===== config.mk =====
export PLATFORM = sky130hd
export DESIGN_NAME = eipc_iris_div
export DESIGN_NICKNAME = d
export VERILOG_FILES = /design/src/hdl/eipc_pkg.sv /design/src/hdl/eipc_iris_div.sv
export SDC_FILE = /design/constraint.sdc
export NUM_CORES = 1
export LEC_CHECK = 0
export BUFFER_PORTS_ARGS = -buffer_cell sky130_fd_sc_hd__buf_2
export CAP_MARGIN = 10
export CORE_MARGIN = 8
export CORE_UTILIZATION = 27
export DETAILED_ROUTE_END_ITERATION = 7
export HOLD_SLACK_MARGIN = 0.08
export SLEW_MARGIN = 20
export SYNTH_ARGS = -nofsm -noshare
export SYNTH_HDL_FRONTEND = slang
export SYNTH_SLANG_ARGS = --single-unit

===== constraint.sdc =====
create_clock -name clk -period 3.5 [get_ports clk]
set_input_delay 0.7 -clock clk [delete_from_list [all_inputs] [get_ports clk]]
set_output_delay 0.7 -clock clk [all_outputs]
set_load 0.02 [all_outputs]

===== src/hdl/eipc_pkg.sv =====
// Shared types and constants of the eye image pixel compositor.
// No dependencies.
`timescale 1ns / 1ps

package eipc_pkg;

	// word fields
	localparam int TABLE_SEL_W  = 3;
	localparam int TABLE_ADDR_W = 16;
	localparam int TABLE_DATA_W = 16;
	localparam int COORD_W      = 7;
	localparam int PIXEL_W      = 16;
	localparam int LID_W        = 8;

	// func codes
	localparam logic FUNC_WRITE = 1'b0;
	localparam logic FUNC_PIXEL = 1'b1;

	// table codes
	localparam logic [TABLE_SEL_W-1:0] SEL_LOWER_LID = 3'd0;
	localparam logic [TABLE_SEL_W-1:0] SEL_UPPER_LID = 3'd1;
	localparam logic [TABLE_SEL_W-1:0] SEL_SCLERA    = 3'd2;
	localparam logic [TABLE_SEL_W-1:0] SEL_POLAR     = 3'd3;
	localparam logic [TABLE_SEL_W-1:0] SEL_IRIS      = 3'd4;

	// configuration port
	localparam int CFG_INDEX_W = 3;
	localparam int CFG_DATA_W  = 10;
	localparam logic [CFG_INDEX_W-1:0] REG_IRIS_SCALE     = 3'd0;
	localparam logic [CFG_INDEX_W-1:0] REG_SCLERA_X_OFS   = 3'd1;
	localparam logic [CFG_INDEX_W-1:0] REG_SCLERA_Y_OFS   = 3'd2;
	localparam logic [CFG_INDEX_W-1:0] REG_UPPER_LID_THR  = 3'd3;
	localparam logic [CFG_INDEX_W-1:0] REG_LOWER_LID_THR  = 3'd4;

	localparam int OFS_W   = 7;
	localparam int THR_W   = 8;
	localparam logic [OFS_W-1:0] SCLERA_OFS_RESET = 7'd36;
	localparam logic [THR_W-1:0] LID_THR_RESET    = 8'd0;

	// iris size derivation
	localparam int IRIS_SCALE_W = 10;
	localparam logic [IRIS_SCALE_W-1:0] IRIS_SCALE_MAX   = 10'd1023;
	localparam int IRIS_SCALE_RESET = 512;
	localparam int LIMIT_W         = 8;
	localparam int LIMIT_MUL_SH    = 7;
	localparam int LIMIT_FRAC_W    = 10;
	localparam int LIMIT_ROUND     = 512;
	localparam int LIM_SUM_W       = LIMIT_FRAC_W + LIMIT_W;
	localparam int IRIS_LIMIT_RESET =
		((1 << LIMIT_MUL_SH) * (1023 - IRIS_SCALE_RESET) + LIMIT_ROUND) >> LIMIT_FRAC_W;
	localparam int IRIS_SCALE_LAST_SHOWN =
		1023 - ((1 << LIMIT_FRAC_W) - LIMIT_ROUND) / (1 << LIMIT_MUL_SH);

	// polar word layout and texture mapping
	localparam int DIST_W        = 7;
	localparam int ANGLE_W       = 9;
	localparam int GAIN_FRAC_W   = 16;
	localparam int GAIN_ONE      = 65536;
	localparam int ANGLE_FRAC_W  = 9;
	localparam int SUM_W         = 8;
	localparam int WIN_W         = 10;

	typedef struct packed {
		logic                    func;
		logic [TABLE_SEL_W-1:0]  table_select;
		logic [TABLE_ADDR_W-1:0] table_address;
		logic [TABLE_DATA_W-1:0] table_data;
	} cmd_t;

endpackage


===== src/hdl/eipc_iris_div.sv =====
// Iris distance limit and texture row gain, derived from the iris scale.
// Gain comes from a restoring divider, one quotient bit per cycle. Depends on eipc_pkg.
`timescale 1ns / 1ps

module eipc_iris_div #(
	parameter int IRIS_TEX_HEIGHT = 80
) (
	input  logic                                     clk,
	input  logic                                     arst_n,
	input  logic                                     start,
	input  logic [eipc_pkg::IRIS_SCALE_W-1:0]        scale,
	output logic [eipc_pkg::LIMIT_W-1:0]             limit,
	output logic [$clog2(IRIS_TEX_HEIGHT*eipc_pkg::GAIN_ONE+1)-1:0] gain,
	output logic                                     busy
);
	import eipc_pkg::*;

	localparam int GAIN_W = $clog2(IRIS_TEX_HEIGHT*GAIN_ONE+1);
	localparam int CNT_W  = $clog2(GAIN_W);
	localparam logic [GAIN_W-1:0] DIVIDEND   = GAIN_W'(IRIS_TEX_HEIGHT*GAIN_ONE);
	localparam logic [GAIN_W-1:0] GAIN_RESET =
		GAIN_W'(IRIS_TEX_HEIGHT*GAIN_ONE/IRIS_LIMIT_RESET);

	logic [LIM_SUM_W-1:0] lim_sum;
	logic [LIMIT_W-1:0]   limit_next;
	logic [LIMIT_W-1:0]   rem_q;
	logic [CNT_W-1:0]     cnt_q;
	logic [LIMIT_W:0]     trial;
	logic                 take;
	logic [LIMIT_W-1:0]   rem_next;

	assign lim_sum    = (LIM_SUM_W'(IRIS_SCALE_MAX - scale) << LIMIT_MUL_SH)
		+ LIM_SUM_W'(LIMIT_ROUND);
	assign limit_next = lim_sum[LIM_SUM_W-1 -: LIMIT_W];

	assign trial    = {rem_q, DIVIDEND[cnt_q]};
	assign take     = trial >= {1'b0, limit};
	assign rem_next = take ? LIMIT_W'(trial - {1'b0, limit}) : trial[LIMIT_W-1:0];

	always_ff @(posedge clk or negedge arst_n) begin
		if (!arst_n) begin
			limit <= LIMIT_W'(IRIS_LIMIT_RESET);
			gain  <= GAIN_RESET;
			busy  <= 1'b0;
			rem_q <= '0;
			cnt_q <= '0;
		end else if (start) begin
			limit <= limit_next;
			gain  <= '0;
			rem_q <= '0;
			cnt_q <= CNT_W'(GAIN_W-1);
			busy  <= limit_next != '0;
		end else if (busy) begin
			rem_q <= rem_next;
			gain  <= {gain[GAIN_W-2:0], take};
			if (cnt_q == '0) begin
				busy <= 1'b0;
			end else begin
				cnt_q <= cnt_q - 1'b1;
			end
		end
	end

endmodule


# == Yosys cells after proc, flatten, opt, wreduce, memory -nomap -nowiden ==
# Memories as Yosys holds them, arrays and structs flattened.
# Index checks and enable logic that the tools add are counted.
# classes
addsub,4
n_lt_le_gt_ge,2
n_eq_ne,1
n_mux,12
n_reduce_logical,4
# op_table
operator,n
$mux 23,2
$mux 8,3
$add 18x10->18 const B,1
$mux 5,3
$sub 10x10->11 const A,1
$ge 9x8->1,1
$reduce_bool 8->1,1
$sub 8x8->8,1
$lt 5x6->1 const B,1
$logic_not 5->1,1
$sub 5x1->5 const B,1
$mux 1,4
$ne 2x2->1 const B,1
$reduce_and 2->1,1
$reduce_bool 2->1,1
# totals
ff_bits,45
mem_bits_ro,32
inputBits,13
out_inout_bits,32
n_memories,1
# memory_table
memory,words,width,read_ports,rd_ports_with_merged_regs,wr,line_no,source
(no name shown),32,1,1,0,0,eipc_iris_div.sv:36,"assign trial = {rem_q, DIVIDEND[cnt_q]};"

# == Logic depth before layout (Yosys ltp) ==
# depth
depth_word,6
mapped_depth,11
ltp_nobuf,11

# == Least setup slack after synthesis ==
# OpenSTA, ideal clock, no wires.
# synth_timing
kind,reg-to-reg
from,register limit[6] (netlist bit)
to,register rem_q[0]
setup_time_ns,0.087
arrival_time_ns,2.222
slack_ns,1.191
stages_incl_launch_ff,9
n_path_buf,1
period_less_slack_ns,2.309
path_cell_list,dfstp_2 > inv_1 > ha_1 > a21o_1 > a221oi_2 > o21a_1 > buf_6 > mux2_4 > a211oi_2
# synth_between
elab_chain_len,4
# synth_lines
item,line_no,source
start: declaration,eipc_iris_div.sv:12,"output logic [eipc_pkg::LIMIT_W-1:0] limit,"
start signal: assignment,eipc_iris_div.sv:42,limit <= LIMIT_W'(IRIS_LIMIT_RESET);
start signal: assignment,eipc_iris_div.sv:48,limit <= limit_next;
$ge 9x8->1,eipc_iris_div.sv:37,"assign take = trial >= {1'b0, limit};"
$mux 8,eipc_iris_div.sv:38,"assign rem_next = take ? LIMIT_W'(trial - {1'b0, limit}) : trial[LIMIT_W-1:0];"
$mux 8,eipc_iris_div.sv:53,end else if (busy) begin
$mux 8,eipc_iris_div.sv:47,end else if (start) begin
end signal: assignment,eipc_iris_div.sv:54,rem_q <= rem_next;
end: declaration,eipc_iris_div.sv:26,logic [LIMIT_W-1:0] rem_q;
# No other way between the ends. The select of a mux whose other input is x is not followed.
# A chain may end at the register's enable or synchronous reset.

# == Worst setup path in the final report ==
# Same ends and word-level chain as after synthesis.

==> results.json <==
{
  "power_leakage_nw": 1.56,
  "setup_violations": 0,
  "cts-resized-gates": 0,
  "synth_top_area_cell": "dfrtp_1",
  "crit_family": "compound AO/OA/AOI/OAI gates",
  "path_class": "reg2reg",
  "synthArstFlopShare_pct": 100,
  "worstReg2RegStart": "limit[6]$_DFFE_PN1P_",
  "grt_remaining_overflow": 0,
  "initial_utilization_pct": 27.7,
  "vdd_drop_max_uv": 184,
  "slowest_delay_ns": 0.53,
  "gr-usage-met1_pct": 11.0,
  "clockBufferDepth": 2,
  "synth-seq-cells": 45,
  "die_y_um": 113,
  "n_fill_cell": 959,
  "synthXorXnorAreaFrac_pct": 4.15,
  "netlist_instances": 249,
  "drc": 0,
  "root_buffer": "clkbuf_8",
  "grtUsageTotal_pct": 8.86,
  "routabilityCongestion": 0.778,
  "synth_adder_area_share_pct": 6.72,
  "synth_top_family_by_area": "simple AND/OR/NAND/NOR gates",
  "die_x_um": 113,
  "crit_buf_inv": 1,
  "core_sq_um": 9150,
  "synth_area_sq_um": 2530,
  "mostFrequentLayoutCell": "nor2_1",
  "required_ns": 3.72,
  "synth_mux_area_share_pct": 11.7,
  "viasPerCell": 4.77,
  "start_kind": "flop",
  "clock_latency_ns": 0.30,
  "setup_ws_ns": 0.960,
  "rows": 35,
  "grt_use_met2_pct": 14.4,
  "finClkSkew_ns": 0.0114,
  "fmax_ghz": 0.394,
  "reg2reg_depth": 7,
  "cp_slowest_cell": "dfstp_2",
  "synth_cell_types": 52,
  "finalWirelength_mm": 5.30,
  "hold_path.class": "in2async",
  "layout_common_cells": "nor2_1, dfrtp_1, buf_2",
  "grt_pass1_wl_mm": 9.36,
  "setup_tns_ns": 0,
  "synth_edf_count": 0,
  "drive_above_1_share_pct": 23.2,
  "ys.flop_type": "dfrtp_1",
  "hold_buffers": 0,
  "num_vias": 1906,
  "grt_use_met3_pct": 2.18,
  "synthSimpleGateAreaFrac_pct": 16.0,
  "grt_max_degree": 53,
  "period_needed_ns": 2.54,
  "drt_iter0_drc": 76,
  "crit_chain": "inv_1, ha_1, a21o_1, a221oi_2, o21a_1, mux2_4, a211oi_2",
  "post-dp-hpwl_mm": 3.83,
  "arrival_ns": 2.76,
  "status": "finished clean",
  "cap_violations": 0,
  "cts_setup_buffers": 0,
  "endpoint_kind": "flop",
  "ys_top_cells_by_area": "dfrtp_1, mux2i_1, nor2_1",
  "htree_levels": 2,
  "syn_avg_cell_area_sq_um": 10.2,
  "grt_pass1_vias": 1965,
  "dr.pass1.iters": 4,
  "synth_fp_nets": 275,
  "slew_headroom_pct": 38.6,
  "cts_buffers": 5,
  "grt_busiest_layer": "met2",
  "clock-sinks": 45,
  "yosysTopAreaCellShare_pct": 41.5,
  "dieArea_sq_um": 12700,
  "ys_warn_count": 0,
  "r2r_slack_ns": 0.96,
  "path_max_fanout": 10,
  "ant_nets": 0,
  "area_growth_pct": 15.9,
  "power-per-cell-area_nw_per_um2": 557,
  "cts_tree": "done",
  "hold_viol_final": 0,
  "diodes": 0,
  "synth_compound_area_share_pct": 12.5,
  "tightest_slew_ns": 0.921,
  "pin_count": 45,
  "post-route-period-util_pct": 72.6,
  "wl_per_cell_um": 13.2,
  "maxSlewViolCount": 0,
  "rsz0062_at_grt": "no",
  "io_buffers": 42,
  "r2r-end": "rem_q[0]$_DFFE_PN0P_",
  "dp_slack_ns": 0.977,
  "clkTransAtPathRegs_ns": 0.10,
  "final_nets": 314,
  "antenna_found_initial": 0,
  "ys_seq_area_share_pct": 44.6
}
==> per-layer routing <==
metal	part of all wire (%)	routed length, um
met2	46	2410
met3	4.8	255
met4	1.9	99
met5	0	0
met1	48	2530
==> stage by stage <==
step | hold WS (ns) | area, sq um | power (mW) | instances | util (%)
after global routing | 0.439 | 2940 | 1.77 | 400 | 32.1
after CTS | 0.514 | 2930 | 1.66 | 400 | 32.0
after detailed placement | 0.496 | 2840 | 1.31 | 392 | 31.0
after floorplan | 0.404 | 2530 | 1.19 | 249 | -
final | 0.391 | 2940 | 1.63 | 400 | 32.1
after global placement | 0.489 | 2840 | 1.30 | 392 | 31.0
==> cell usage after synthesis (2+ instances only) <==
master,number
inv_1,15
nor2b_1,2
buf_2,2
mux2i_1,27
a32oi_1,2
ha_1,12
a211oi_1,7
clkbuf_1,6
nor2_1,44
buf_1,2
a21o_1,3
dfstp_2,3
dfrtp_1,42
xnor2_1,4
nor3_1,2
o211ai_1,2
o21ai_0,11
xor2_1,8
nand2_1,8
nand2b_1,7
nor3b_1,2
nor4b_1,4
a31oi_1,3
a21oi_1,3
==> how the worst max path moves through the flow <==
stage	endpoint	cells after the start	slack (ns)	start
finish	rem_q[0]$_DFFE_PN0P_	7	0.96	limit[6]$_DFFE_PN1P_
global route	rem_q[6]$_DFFE_PN0P_	11	0.78	cnt_q[1]$_DFFE_PN0P_
CTS	rem_q[0]$_DFFE_PN0P_	7	0.94	limit[6]$_DFFE_PN1P_
detailed placement	rem_q[0]$_DFFE_PN0P_	7	0.98	limit[6]$_DFFE_PN1P_
global placement	rem_q[0]$_DFFE_PN0P_	7	0.97	limit[6]$_DFFE_PN1P_
floorplan	rem_q[0]$_DFFE_PN0P_	8	1.19	limit[6]$_DFFE_PN1P_
==> layout make-up <==
type / count / area (sq um) / area share [%]
Clock buffer: 5 / 68.8 / 2.34
Clock inverter: 3 / 25.0 / 0.853
Inverter: 15 / 56.3 / 1.92
Multi-Input combinational cell: 178 / 1290 / 44.1
Sequential cell: 45 / 1130 / 38.5
Tap cell: 111 / 139 / 4.73
Timing Repair Buffer: 43 / 220 / 7.50
==> cells by family after synthesis <==
kind of cell | after synthesis
flops | 45
buf+inv | 26
mux | 29
xor+xnor | 12
simple gates | 80
fa+ha+maj | 13
compound gates | 44
==> sequential cells by signal, summed over array words and instances (netlist names) <==
name / cells
gain: 23
limit: 8
rem_q: 8
busy: 1
cnt_q: 5
==> power breakdown <==
part / switching (mW) / internal, mW / total, mW / leakage, nW
Sequential: 0.0566 / 0.584 / 0.641 / 0.578
Combinational: 0.359 / 0.299 / 0.658 / 0.938
Clock: 0.191 / 0.144 / 0.336 / 0.0447
Total: 0.607 / 1.03 / 1.63 / 1.56
Power figures use the tool's default switching activity.
